**src/design/eskim_pkg.sv**
```systemverilog
// Shared types and constants for the dijet topology event skim.
package eskim_pkg;

	localparam int unsigned PtW   = 16;
	localparam int unsigned MassW = 16;
	localparam int unsigned EtaW  = 14;
	localparam int unsigned LimW  = 13;
	localparam int unsigned ModeW = 2;
	localparam int unsigned CntW  = 2;
	localparam int unsigned ScoreW = 2;
	localparam int unsigned CfgIdxW  = 3;
	localparam int unsigned CfgDataW = 16;

	// item kinds
	localparam logic [ModeW-1:0] MODE_LARGE = 2'd0;
	localparam logic [ModeW-1:0] MODE_SMALL = 2'd1;
	localparam logic [ModeW-1:0] MODE_END   = 2'd2;

	// register indexes
	localparam logic [CfgIdxW-1:0] REG_BOOSTED_PT  = 3'd0;
	localparam logic [CfgIdxW-1:0] REG_ETA_LIMIT   = 3'd1;
	localparam logic [CfgIdxW-1:0] REG_SOFTDROP    = 3'd2;
	localparam logic [CfgIdxW-1:0] REG_REGMASS     = 3'd3;
	localparam logic [CfgIdxW-1:0] REG_RES_FAT_PT  = 3'd4;
	localparam logic [CfgIdxW-1:0] REG_RES_FAT_M   = 3'd5;
	localparam logic [CfgIdxW-1:0] REG_SMALL_PT    = 3'd6;

	typedef struct packed {
		logic [PtW-1:0]   boosted_pt_min;
		logic [LimW-1:0]  eta_limit;
		logic [MassW-1:0] softdrop_min;
		logic [MassW-1:0] regmass_min;
		logic [PtW-1:0]   resolved_fat_pt_min;
		logic [MassW-1:0] resolved_fat_mass_min;
		logic [PtW-1:0]   small_pt_min;
	} cfg_t;

	typedef struct packed {
		logic is_h;
		logic is_y;
		logic fat_ok;
		logic small_ok;
	} cut_flags_t;

endpackage

```
**src/design/eskim_cuts.sv**
```systemverilog
// Per-jet cut evaluation: candidate flags for one registered item.
module eskim_cuts (
	input  eskim_pkg::cfg_t                  cfg,
	input  logic [eskim_pkg::PtW-1:0]        jet_pt,
	input  logic signed [eskim_pkg::EtaW-1:0] jet_eta,
	input  logic [eskim_pkg::MassW-1:0]      softdrop_mass,
	input  logic [eskim_pkg::MassW-1:0]      regressed_mass,
	output eskim_pkg::cut_flags_t            flags
);
	import eskim_pkg::*;

	logic [EtaW-1:0] abs_eta;
	logic            eta_ok;
	logic            base;

	// most negative eta gives 8192, above any 13-bit limit
	assign abs_eta = jet_eta[EtaW-1] ? (~jet_eta + 1'b1) : jet_eta;
	assign eta_ok  = abs_eta < {1'b0, cfg.eta_limit};
	assign base    = (jet_pt > cfg.boosted_pt_min) && eta_ok;

	always_comb begin
		flags.is_h     = base && (regressed_mass > cfg.regmass_min);
		flags.is_y     = base && (softdrop_mass > cfg.softdrop_min);
		flags.fat_ok   = (jet_pt > cfg.resolved_fat_pt_min)
			&& (regressed_mass > cfg.resolved_fat_mass_min) && eta_ok;
		flags.small_ok = (jet_pt > cfg.small_pt_min) && eta_ok;
	end

endmodule

```
**src/design/eskim_accum.sv**
```systemverilog
// Per-event counters and the registered score output.
module eskim_accum (
	input  logic                          clk,
	input  logic                          arst_n,
	input  logic                          fire,
	input  logic [eskim_pkg::ModeW-1:0]   mode,
	input  eskim_pkg::cut_flags_t         flags,
	input  logic                          out_stall,
	output logic                          out_valid,
	output logic [eskim_pkg::ScoreW-1:0]  skim_score
);
	import eskim_pkg::*;

	logic [CntW-1:0]   higgs_q, ycand_q, small_q;
	logic              dual_q, fat_q;
	logic              out_valid_q;
	logic [ScoreW-1:0] score_q;
	logic [ScoreW-1:0] score_next;

	function automatic logic [CntW-1:0] sat_inc(input logic [CntW-1:0] c);
		return (c < 2'd2) ? c + 1'b1 : 2'd2;
	endfunction

	always_comb begin
		score_next[0] = (higgs_q != '0) && (ycand_q != '0)
			&& !((higgs_q == 2'd1) && (ycand_q == 2'd1) && dual_q);
		score_next[1] = fat_q && (small_q == 2'd2);
	end

	always_ff @(posedge clk or negedge arst_n) begin
		if (!arst_n) begin
			higgs_q     <= '0;
			ycand_q     <= '0;
			small_q     <= '0;
			dual_q      <= 1'b0;
			fat_q       <= 1'b0;
			out_valid_q <= 1'b0;
		end else begin
			if (fire && (mode == MODE_END))
				out_valid_q <= 1'b1;
			else if (out_valid_q && !out_stall)
				out_valid_q <= 1'b0;
			if (fire) begin
				case (mode)
					MODE_LARGE: begin
						if (flags.is_h)
							higgs_q <= sat_inc(higgs_q);
						if (flags.is_y)
							ycand_q <= sat_inc(ycand_q);
						if (flags.is_h && flags.is_y)
							dual_q <= 1'b1;
						if (flags.fat_ok)
							fat_q <= 1'b1;
					end
					MODE_SMALL: begin
						if (flags.small_ok)
							small_q <= sat_inc(small_q);
					end
					MODE_END: begin
						higgs_q     <= '0;
						ycand_q     <= '0;
						small_q     <= '0;
						dual_q      <= 1'b0;
						fat_q       <= 1'b0;
					end
					default: ;
				endcase
			end
		end
	end

	always_ff @(posedge clk) begin
		if (fire && (mode == MODE_END))
			score_q <= score_next;
	end

	assign out_valid  = out_valid_q;
	assign skim_score = score_q;

endmodule

```
**src/design/dijet_topology_event_skim.sv**
```systemverilog
// Top level of the dijet topology event skim.
// Jets of one event stream in one item per cycle: large jets (mode 0), small jets (mode 1),
// then an end marker (mode 2) that yields one 2-bit score; mode 3 items are dropped. An item
// is registered into s1 and its cuts evaluated there; as it leaves s1 the event counters are
// updated, and an end marker's score is registered for output. Sustained rate is one item per
// cycle; input stalls only when an end marker is held behind a score not yet taken. The user must
// write thresholds through the cfg port only while no event is in flight; the block does not check.
module dijet_topology_event_skim (
	input  logic                               clk,
	input  logic                               arst_n,
	input  logic                               cfg_we,
	input  logic [eskim_pkg::CfgIdxW-1:0]      cfg_index,
	input  logic [eskim_pkg::CfgDataW-1:0]     cfg_data,
	input  logic                               in_valid,
	output logic                               in_stall,
	input  logic [eskim_pkg::ModeW-1:0]        mode,
	input  logic [eskim_pkg::PtW-1:0]          jet_pt,
	input  logic signed [eskim_pkg::EtaW-1:0]  jet_eta,
	input  logic [eskim_pkg::MassW-1:0]        softdrop_mass,
	input  logic [eskim_pkg::MassW-1:0]        regressed_mass,
	output logic                               out_valid,
	input  logic                               out_stall,
	output logic [eskim_pkg::ScoreW-1:0]       skim_score
);
	import eskim_pkg::*;

	cfg_t              cfg_q;
	logic              valid_s1;
	logic [ModeW-1:0]  mode_s1;
	logic [PtW-1:0]    pt_s1;
	logic signed [EtaW-1:0] eta_s1;
	logic [MassW-1:0]  msd_s1;
	logic [MassW-1:0]  mreg_s1;
	logic              advance;
	logic              accept;
	cut_flags_t        flags;

	always_ff @(posedge clk or negedge arst_n) begin
		if (!arst_n) begin
			cfg_q.boosted_pt_min        <= 16'd1200;
			cfg_q.eta_limit             <= 13'd2560;
			cfg_q.softdrop_min          <= 16'd120;
			cfg_q.regmass_min           <= 16'd200;
			cfg_q.resolved_fat_pt_min   <= 16'd1000;
			cfg_q.resolved_fat_mass_min <= 16'd200;
			cfg_q.small_pt_min          <= 16'd160;
		end else if (cfg_we) begin
			unique case (cfg_index)
				REG_BOOSTED_PT: cfg_q.boosted_pt_min        <= cfg_data;
				REG_ETA_LIMIT:  cfg_q.eta_limit             <= cfg_data[LimW-1:0];
				REG_SOFTDROP:   cfg_q.softdrop_min          <= cfg_data;
				REG_REGMASS:    cfg_q.regmass_min           <= cfg_data;
				REG_RES_FAT_PT: cfg_q.resolved_fat_pt_min   <= cfg_data;
				REG_RES_FAT_M:  cfg_q.resolved_fat_mass_min <= cfg_data;
				REG_SMALL_PT:   cfg_q.small_pt_min          <= cfg_data;
				default: ;
			endcase
		end
	end

	// an end marker waits while the previous score is still held
	assign advance  = valid_s1 && !((mode_s1 == MODE_END) && out_valid && out_stall);
	assign in_stall = valid_s1 && !advance;
	assign accept   = in_valid && !in_stall;

	always_ff @(posedge clk or negedge arst_n) begin
		if (!arst_n)
			valid_s1 <= 1'b0;
		else if (accept)
			valid_s1 <= 1'b1;
		else if (advance)
			valid_s1 <= 1'b0;
	end

	always_ff @(posedge clk) begin
		if (accept) begin
			mode_s1 <= mode;
			pt_s1   <= jet_pt;
			eta_s1  <= jet_eta;
			msd_s1  <= softdrop_mass;
			mreg_s1 <= regressed_mass;
		end
	end

	eskim_cuts u_cuts (
		.cfg            (cfg_q),
		.jet_pt         (pt_s1),
		.jet_eta        (eta_s1),
		.softdrop_mass  (msd_s1),
		.regressed_mass (mreg_s1),
		.flags          (flags)
	);

	eskim_accum u_accum (
		.clk        (clk),
		.arst_n     (arst_n),
		.fire       (advance),
		.mode       (mode_s1),
		.flags      (flags),
		.out_stall  (out_stall),
		.out_valid  (out_valid),
		.skim_score (skim_score)
	);

endmodule
```
**config.mk**
```make
export PLATFORM = sky130hd
export DESIGN_NAME = dijet_topology_event_skim
export DESIGN_NICKNAME = d
export VERILOG_FILES = /design/src/design/eskim_pkg.sv /design/src/design/eskim_cuts.sv /design/src/design/eskim_accum.sv /design/src/design/dijet_topology_event_skim.sv
export SDC_FILE = /design/constraint.sdc
export NUM_CORES = 1
export LEC_CHECK = 0
export BUFFER_PORTS_ARGS = -buffer_cell sky130_fd_sc_hd__buf_2
export CORE_ASPECT_RATIO = 0.75
export CORE_MARGIN = 1
export CORE_UTILIZATION = 40
export CTS_CLUSTER_SIZE = 16
export DETAILED_ROUTE_END_ITERATION = 8
export GPL_ROUTABILITY_DRIVEN = 0
export PLACE_DENSITY = 0.59
export RECOVER_POWER = 50
export SLEW_MARGIN = 0
export SYNTH_ARGS = -nofsm -noshare
export SYNTH_HDL_FRONTEND = slang
export SYNTH_SLANG_ARGS = --single-unit
```
**constraint.sdc**
```tcl
create_clock -name clk -period 4.7 [get_ports clk]
set_clock_uncertainty 0.1 [all_clocks]
set_input_delay 0.705 -clock clk [delete_from_list [all_inputs] [get_ports clk]]
set_output_delay 0.705 -clock clk [all_outputs]
set_load 0.02 [all_outputs]
```
==> results.py, run 1 <==
metrics = {
    "outcome": {
        "run_status": "complete, but fails checks",
        "violations": "capacitance limit, slew limit",
    },
    "logic_synthesis": {
        "async_flop_share_pct": 64.3,
        "syn_area_um2": 9440,
        "synth_fp_nets": 1026,
        "synthMuxAreaShare_pct": 6.47,
        "synth-seq-cells": 185,
        "synth_fa_ha_area_share_pct": 14.4,
        "synth_area_per_cell_um2": 11.4,
        "ys_seq_area_share_pct": 52.9,
        "yosys.area_share.xor_xnor_pct": 1.02,
        "postSynthCellCount": 829,
        "synth_top_family_by_area": "adder cells",
        "yosysWarnings": 0,
        "synth_edf_count": 66,
        "yosys.area_share.simple_pct": 9.37,
        "ys_types": 57,
        "synth_compound_area_share_pct": 10.7,
        "ys.flop_type": "dfrtp_1",
    },
    "clocking": {
        "clock-sinks": 185,
        "clkTransAtPathRegs_ps": 70,
        "post_cts_buffers": 0,
        "cts.path.max_buffers": 2,
        "cts_buffers": 17,
        "clock_latency_ps": 440,
        "cts-root-buf": "clkbuf_16",
        "cts_tree": "done",
        "post_cts_resized": 0,
        "holdBufCountCts": 0,
        "htreeDepth": 4,
    },
    "sta": {
        "fin_tns_setup_ps": 0,
        "slew_headroom_pct": -128,
        "fmax_mhz": 290,
        "finalSetupViolCount": 0,
        "final_hold_viol_count": 0,
        "rsz0062_at_grt": "no",
        "fin_crit_sh_pct": 73.2,
        "slew_viol_final": 60,
        "worst_pin_slew_ps": 3420,
        "min_period_ps": 3440,
    },
    "route": {
        "vias": 6237,
        "detail_route.wl_per_cell_um": 16.8,
        "drt_iter0_drc": 384,
        "drc": 0,
        "vias_per_cell": 5.02,
        "antenna_left": 0,
        "drt-total-wl_um": 20900,
        "dr.pass1.iters": 7,
    },
    "floorplan": {
        "initial_core_util_pct": 40.9,
        "dieHeight_um": 135,
        "rows": 48,
        "dieArea_um2": 24200,
        "io_pins": 92,
        "fp.dieW_um": 179,
        "coreArea_um2": 23100,
    },
    "critical_path": {
        "startpoint_type": "input pin",
        "cp.arrival_ps": 3120,
        "cpPeakStageDelay_ps": 2360,
        "r2r-end": "u_accum.ycand_q[0]",
        "crit_type": "in2async",
        "r2r-start": "eta_s1[3]",
        "worstRegToRegCells": 12,
        "critPathTopFamily": "buffers and inverters",
        "crit_slowest_cell": "clkbuf_1",
        "required_ps": 4380,
        "rrSetupSlack_ps": 1280,
        "cp_cell_sequence": "clkbuf_1",
        "cp-end-kind": "asynchronous set/reset pin",
        "crit_buf_inv": 1,
        "cp-endpoint": "u_accum.ycand_q[1]",
        "setup.worst_path.start": "arst_n",
        "path_max_fanout": 60,
        "worstSetupPathDepth": 1,
    },
    "global_route": {
        "antenna_found_initial": 1,
        "grt_usage_pct": 18.7,
        "grt_pass1_vias": 6148,
        "grt_pass1_wl_um": 33800,
        "grt_max_degree": 61,
        "grt-ovfl-total": 0,
    },
    "placement": {
        "dpl.hpwl_um": 15300,
        "port_buffers": 91,
        "placed_area_um2": 10300,
    },
    "min_path": {
        "hp-class": "in2reg",
    },
    "cells_and_area": {
        "n_antenna_cell": 0,
        "final_cell_area_um2": 10900,
        "fill_cells": 2155,
        "nets": 1126,
        "area_growth_pct": 15.0,
        "drive_above_1_share_pct": 22.8,
    },
    "flow_run": {
        "cap_violations": 1,
    },
    "power_and_ir_drop": {
        "power_density_nw_per_um2": 409,
        "vdd_drop_max_v": 0.000274,
        "power.leakage_nw": 4.88,
    },
}
## cell usage in the layout (no fill, tap or decap), drive strengths merged, types with 12 or more instances in the layout
master	count
clkbuf	24
o21ai	68
nand4	24
nor2	15
a21oi	36
dfrtp	95
buf	92
nand2	85
inv	116
dfstp	24
ha	109
edfxtp	66
a21o	12
mux2	53
nand3	12
## cell families after synthesis
family / Yosys count
xor+xnor: 11
simple gates: 178
fa+ha+maj: 109
mux: 54
buf+inv: 129
compound gates: 163
flops: 185
## flip-flops by register name, indices dropped and copies added, names as in the netlist
register and cells:
u_accum.higgs_q 2, u_accum.ycand_q 2, u_accum.small_q 2, mode_s1 2, pt_s1 16, u_accum.out_valid 1, valid_s1 1, u_accum.fat_q 1
u_accum.dual_q 1, eta_s1 14, u_accum.skim_score 2, mreg_s1 16, msd_s1 16, cfg_q 109
## per-layer routing
| layer | GRT usage (%) | vias to the layer above | part of all wire (%) |
|---|---|---|---|
| met5 | 0 | - | 0 |
| met4 | 4.90 | 0 | 1.1 |
| met3 | 3.97 | 17 | 4.5 |
| met2 | 27.2 | 127 | 42 |
| met1 | 28.0 | 2968 | 52 |
| li1 | - | 3125 | - |
## where the power goes
| group | switching [mW] | total, mW | internal [mW] |
|---|---|---|---|
| logic | 0.515 | 0.949 | 0.434 |
| registers | 0.119 | 2.08 | 1.96 |
| clock network | 0.669 | 1.41 | 0.742 |
| total | 1.30 | 4.44 | 3.14 |
## cells in the mapped netlist, drive strengths merged, types with 5 or more instances
library cell / instances / area share (%)
a21oi: 36 / 1.9
nor2b: 8 / 0.53
ha: 109 / 14
inv: 112 / 4.5
o21ai: 68 / 3.6
dfstp: 24 / 6.7
nor2: 15 / 0.60
nor4: 5 / 0.56
nand2b: 5 / 0.33
mux2: 53 / 6.4
xnor2: 11 / 1.0
dfrtp: 95 / 25
nor3: 7 / 0.37
clkbuf: 17 / 0.68
edfxtp: 66 / 21
nand4: 24 / 1.6
nand3: 12 / 0.64
o21a: 11 / 0.87
nand2: 85 / 3.4
a21o: 12 / 0.95
## worst min-delay path by stage
stage | start | to | slack (ps) | depth (start not counted)
2_1_floorplan | arst_n | cfg_q[0] | 310 | 0
3_3_place_gp | u_accum.higgs_q[1] | u_accum.higgs_q[0] | 380 | 1
3_5_place_dp | u_accum.higgs_q[1] | u_accum.higgs_q[0] | 390 | 1
4_1_cts | arst_n | cfg_q[16] | 270 | 1
5_1_grt | jet_eta[6] | eta_s1[6] | 310 | 1
6_report | jet_eta[6] | eta_s1[6] | 330 | 1
## final cells by class
class                   count  area [µm²]  share of cell area [%]
clock buffers              18         429                    3.95
clock inverters            14         143                    1.31
inverters                 112         420                    3.87
multi-input cells         515        3990                    36.7
flip-flops and latches    185        4990                    46.0
well taps                 300         375                    3.46
repair buffers             98         508                    4.68
## through the flow
step                setup slack [ps]  hold slack [ps]  util [%]  std cells  power [mW]
floorplan                       1710              309         -        829        2.75
global placement                1320              377      44.6       1210        3.03
detailed placement              1280              389      44.6       1210        3.06
CTS                             1260              275      47.1       1242        4.49
global route                     514              308      47.1       1242        4.72
finish                          1260              331      47.1       1242        4.44
Note: power is estimated with default switching activity, not from simulation.
==> inputs of run 2 (changes only) <==
PLACE_DENSITY = 0.61   (was 0.59)
clock period = 3.1 ns   (was 4.7 ns; I/O delays follow)
==> results.py, run 2 (synthesis gave the netlist of run 1 again) <==
metrics = {
    "outcome": {
        "run_status": "complete, but fails checks",
        "violations": "DRC, capacitance limit",
    },
    "critical_path": {
        "r2r-end": "u_accum.higgs_q[0]",
        "crit_top_cell": "o41ai_2",
        "required_ps": 3330,
        "startpoint_type": "flop",
        "cp-endpoint": "u_accum.higgs_q[0]",
        "cp-end-kind": "flop",
        "worstRegToRegCells": 12,
        "crit_slowest_cell": "edfxtp_1",
        "rrSetupSlack_ps": 40,
        "cpPeakStageDelay_ps": 450,
        "r2r-start": "eta_s1[1]",
        "cp_cell_sequence": "nor4_4 > nand3b_1 > o31ai_2 > xnor2_1 > ha_1 > a21o_1 > a21oi_2 > o41ai_2 > a211oi_2 > buf_4 > nand4_1 > o41ai_2",
        "path_max_fanout": 4,
        "cp.arrival_ps": 3290,
        "setup.worst_path.start": "eta_s1[1]",
        "crit_type": "reg2reg",
    },
    "floorplan": {
        "rows": 48,
        "initial_core_util_pct": 40.9,
        "dieArea_um2": 24200,
        "io_pins": 92,
        "dieHeight_um": 135,
        "fp.dieW_um": 179,
        "coreArea_um2": 23100,
    },
    "flow_run": {
        "cap_violations": 1,
    },
    "sta": {
        "slew_viol_final": 0,
        "finalSetupViolCount": 0,
        "holdWs_ps": 95.8,
        "fmax_mhz": 327,
        "rsz0062_at_grt": "yes",
        "fin_crit_sh_pct": 98.7,
        "slew_headroom_pct": 0.272,
        "worst_pin_slew_ps": 1500,
        "min_period_ps": 3060,
        "final_hold_viol_count": 0,
    },
    "cells_and_area": {
        "seqCellArea_um2": 4990,
        "multi_input_area_um2": 4020,
        "final_cell_mix": "112 x inv_1, 109 x ha_1, 95 x dfrtp_1, 88 x buf_2, 84 x nand2_1",
        "nets": 1141,
        "n_antenna_cell": 0,
        "largest_reg_flops": 109,
        "fill_cells": 2167,
        "final_cell_count_no_fill": 1257,
        "final_common_cell": "inv_1",
        "final_cell_area_um2": 11000,
        "area_growth_pct": 16.3,
        "finalCoreUtilization_pct": 47.6,
        "largest-register": "cfg_q",
        "drive_above_1_share_pct": 24.8,
    },
    "clocking": {
        "cts_tree": "done",
        "cts_buffers": 17,
        "clock_latency_ps": 440,
        "cts-root-buf": "clkbuf_16",
        "cts.path.max_buffers": 2,
        "htreeDepth": 4,
        "clkTransAtPathRegs_ps": 70,
        "clock-sinks": 185,
    },
    "route": {
        "vias_per_cell": 5.02,
        "drt-total-wl_um": 20800,
        "detail_route.wl_per_cell_um": 16.6,
        "dr.pass1.iters": 7,
        "drt_iter0_drc": 392,
        "drc": 10,
        "vias": 6311,
        "antenna_left": 0,
    },
    "global_route": {
        "grt_max_degree": 60,
        "grt_pass1_wl_um": 33500,
        "grt-ovfl-total": 0,
        "grt_usage_pct": 18.5,
        "grt_pass1_vias": 6175,
        "antenna_found_initial": 0,
    },
    "power_and_ir_drop": {
        "vdd_drop_max_v": 0.000441,
        "power_density_nw_per_um2": 615,
        "power.leakage_nw": 4.98,
    },
    "placement": {
        "place_inst": 1224,
        "port_buffers": 91,
        "dpl.hpwl_um": 15500,
        "placed_area_um2": 10400,
    },
    "min_path": {
        "hp-class": "in2reg",
        "holdPathStages": 1,
    },
}
run 2: cell count changes in the layout (fill, tap and decap cells not counted), moves of 2 or more:
cell / delta
buf_4: +14
clkbuf_1: -2
clkbuf_2: +2
clkinv_2: +2
clkinvlp_4: -5
inv_4: +2
inv_8: +3
run 2: area by class of cell:
cell class,count,share of cell area [%]
clock inverter,14,1.16
inverter,112,3.83
timing repair buffer,113,5.51
tap,300,3.42
sequential,185,45.5
clock buffer,18,4.00
multi-input combinational,515,36.6
run 2: stage by stage:
stage	setup WS (ps)	TNS, ps	power [mW]
2_1_floorplan	112	0	4.18
3_3_place_gp	63.3	0	4.61
3_5_place_dp	-69.2	-92.0	4.65
4_1_cts	2.91	0	6.81
5_1_grt	-214	-1280	7.18
6_report	39.4	0	6.75
run 2: critical path: cells and delay by family (launching register included):
family / cells / cell delay [ps]
compound gates: 6 / 1160
xor+xnor: 1 / 150
fa+ha+maj: 1 / 260
buf+inv: 1 / 170
flops: 1 / 450
simple gates: 3 / 640
run 2: how the worst min path moves through the flow:
stage,start,slack (ps),end
finish,softdrop_mass[15],100,msd_s1[15]
global route,jet_eta[6],70,eta_s1[6]
CTS,arst_n,30,cfg_q[48]
detailed placement,cfg_q[59],390,cfg_q[59]
global placement,cfg_q[28],390,cfg_q[28]
floorplan,arst_n,70,cfg_q[0]
run 2: power by group:
part	internal, mW	switching (mW)	leakage [nW]	total [mW]
Clock	1.08	1.04	0.286	2.12
Sequential	2.97	0.181	2.06	3.15
Combinational	0.682	0.794	2.64	1.48
run 2: routing by layer:
metal / track usage (%) / part of all wire [%] / vias to the layer above / wire length, µm
met1: 27.9 / 52 / 3021 / 10900
met5: 0 / 0 / - / 0
met4: 3.97 / 1.1 / 0 / 225
met2: 26.9 / 42 / 109 / 8830
met3: 4.25 / 4.1 / 14 / 848
li1: - / - / 3167 / -
run 2: timing repair:
action,CTS,global route
hold buffers,0,0
cloned,0,0
endpoints found under the setup margin,2,8
gates resized for setup,2,3
pin swaps,0,3
buffers inserted,0,1
==> inputs of run 3 (changes only) <==
CAP_MARGIN = 20   (was default)
RECOVER_POWER = default   (was 50)
==> results.py, run 3 (synthesis gave the netlist of run 1 again) <==
metrics = {
    "outcome": {
        "run_status": "complete, but fails checks",
        "violations": "DRC, hold timing",
    },
    "sta": {
        "fin_crit_sh_pct": 98.8,
        "worst_pin_slew_ps": 800,
        "min_period_ps": 3060,
        "holdWs_ps": -2.50,
        "fmax_mhz": 327,
        "slew_viol_final": 0,
        "slew_headroom_pct": 46.6,
        "worst_slack_ps": 37.3,
        "finalSetupViolCount": 0,
        "final_hold_viol_count": 1,
        "rsz0062_at_grt": "yes",
    },
    "cells_and_area": {
        "area_growth_pct": 16.6,
        "final_common_cell": "inv_1",
        "drive_above_1_share_pct": 25.3,
        "fill_cells": 2161,
        "seqCellArea_um2": 4990,
        "largest-register": "cfg_q",
        "final_cell_count_no_fill": 1257,
        "finalCoreUtilization_pct": 47.7,
        "nets": 1141,
        "multi_input_area_um2": 4020,
        "largest_reg_flops": 109,
        "final_cell_area_um2": 11000,
        "n_antenna_cell": 0,
        "final_cell_mix": "112 x inv_1, 109 x ha_1, 95 x dfrtp_1, 90 x buf_2, 84 x nand2_1",
    },
    "placement": {
        "port_buffers": 91,
        "place_inst": 1224,
        "placed_area_um2": 10400,
        "pre_cts_ws_ps": -69.2,
        "dpl.hpwl_um": 15500,
    },
    "route": {
        "vias": 6291,
        "antenna_left": 0,
        "detail_route.wl_per_cell_um": 16.6,
        "dr.pass1.iters": 7,
        "drt_iter0_drc": 373,
        "wl_met1_um": 10900,
        "vias_per_cell": 5.00,
        "wl_met3_um": 979,
        "drc": 10,
        "wl_met2_um": 8800,
        "drt-total-wl_um": 20900,
        "route.top_layer_used": "met4",
    },
    "global_route": {
        "antenna_found_initial": 0,
        "grt_pass1_wl_um": 33500,
        "grt_usage_pct": 18.5,
        "grt_pass1_vias": 6175,
        "grt-ovfl-total": 0,
        "grt_max_degree": 60,
    },
    "critical_path": {
        "cp_cell_sequence": "nor4_4 > nand3b_1 > o31ai_2 > xnor2_1 > ha_1 > a21o_1 > a21oi_2 > o41ai_2 > a211oi_2 > buf_4 > nand4_1 > o41ai_2",
        "startpoint_type": "flop",
        "critPathTopFamily": "compound AO/OA/AOI/OAI gates",
        "crit_slowest_cell": "edfxtp_1",
        "cpPeakStageDelay_ps": 450,
        "cp.arrival_ps": 3290,
        "cp-end-kind": "flop",
        "crit_type": "reg2reg",
        "crit_top_cell": "o41ai_2",
        "required_ps": 3330,
        "crit_buf_inv": 1,
        "path_max_fanout": 4,
    },
    "power_and_ir_drop": {
        "vdd_drop_max_v": 0.000420,
        "power.leakage_nw": 5.00,
        "power_density_nw_per_um2": 613,
    },
    "clocking": {
        "clock_latency_ps": 440,
        "holdBufCountCts": 0,
        "cts.path.max_buffers": 2,
        "cts-root-buf": "clkbuf_16",
        "cts_tree": "done",
        "clock-sinks": 185,
        "clkTransAtPathRegs_ps": 70,
        "cts_buffers": 17,
        "htreeDepth": 4,
    },
    "floorplan": {
        "dieHeight_um": 135,
        "io_pins": 92,
        "initial_core_util_pct": 40.9,
        "dieArea_um2": 24200,
        "coreArea_um2": 23100,
        "rows": 48,
        "fp.dieW_um": 179,
    },
    "flow_run": {
        "cap_violations": 0,
    },
    "min_path": {
        "hp-class": "in2async",
    },
}
==> run 3: changes by cell type in the layout (fill, tap and decap cells not counted), sizes merged <==
cell / previous run / this run
clkbuf: 25 / 18
buf: 106 / 113
==> run 3: what timing repair did <==
action,CTS,global route
endpoints found under the setup margin,2,8
pin swaps,0,3
hold endpoints to repair,0,0
buffers inserted,0,1
resized for setup,2,3
cloned,0,0
==> run 3: area by class of cell <==
cell class                      count  share of cell area [%]
Clock buffer                       18                    3.99
Clock inverter                     14                    1.16
Inverter                          112                    3.82
Multi-Input combinational cell    515                    36.5
Sequential cell                   185                    45.3
Tap cell                          300                    3.41
Timing Repair Buffer              113                    5.78
==> run 3: path summary, 6_finish.rpt <==
check | to | slack (ps) | depth (start not counted) | from
max | u_accum.higgs_q[0] | 40 | 12 | eta_s1[1]
min | cfg_q[48] | -3 | 1 | arst_n
max reg2reg | u_accum.higgs_q[0] | 40 | 12 | eta_s1[1]
min reg2reg | cfg_q[10] | 400 | 1 | cfg_q[10]
max in group asynchronous | cfg_q[41] | 2100 | 2 | arst_n
min in group clk | msd_s1[15] | 100 | 1 | softdrop_mass[15]
==> run 3: metrics by stage <==
step	setup TNS (ps)	power, mW
floorplan	0	4.18
global placement	0	4.61
detailed placement	-92.0	4.65
CTS	0	6.81
global route	-1280	7.18
finish	0	6.75
==> run 3: power breakdown <==
part           internal [mW]  total, mW  leakage [nW]  switching, mW
clock network           1.08       2.12         0.286           1.03
logic                  0.686       1.48          2.66          0.795
registers               2.97       3.15          2.06          0.181
total                   4.74       6.75          5.00           2.01
==> run 3: routing by layer <==
layer	track usage (%)	vias to the layer above
met2	26.9	115
met5	0	-
li1	-	3168
met3	4.25	13
met1	27.9	2995
met4	3.97	0
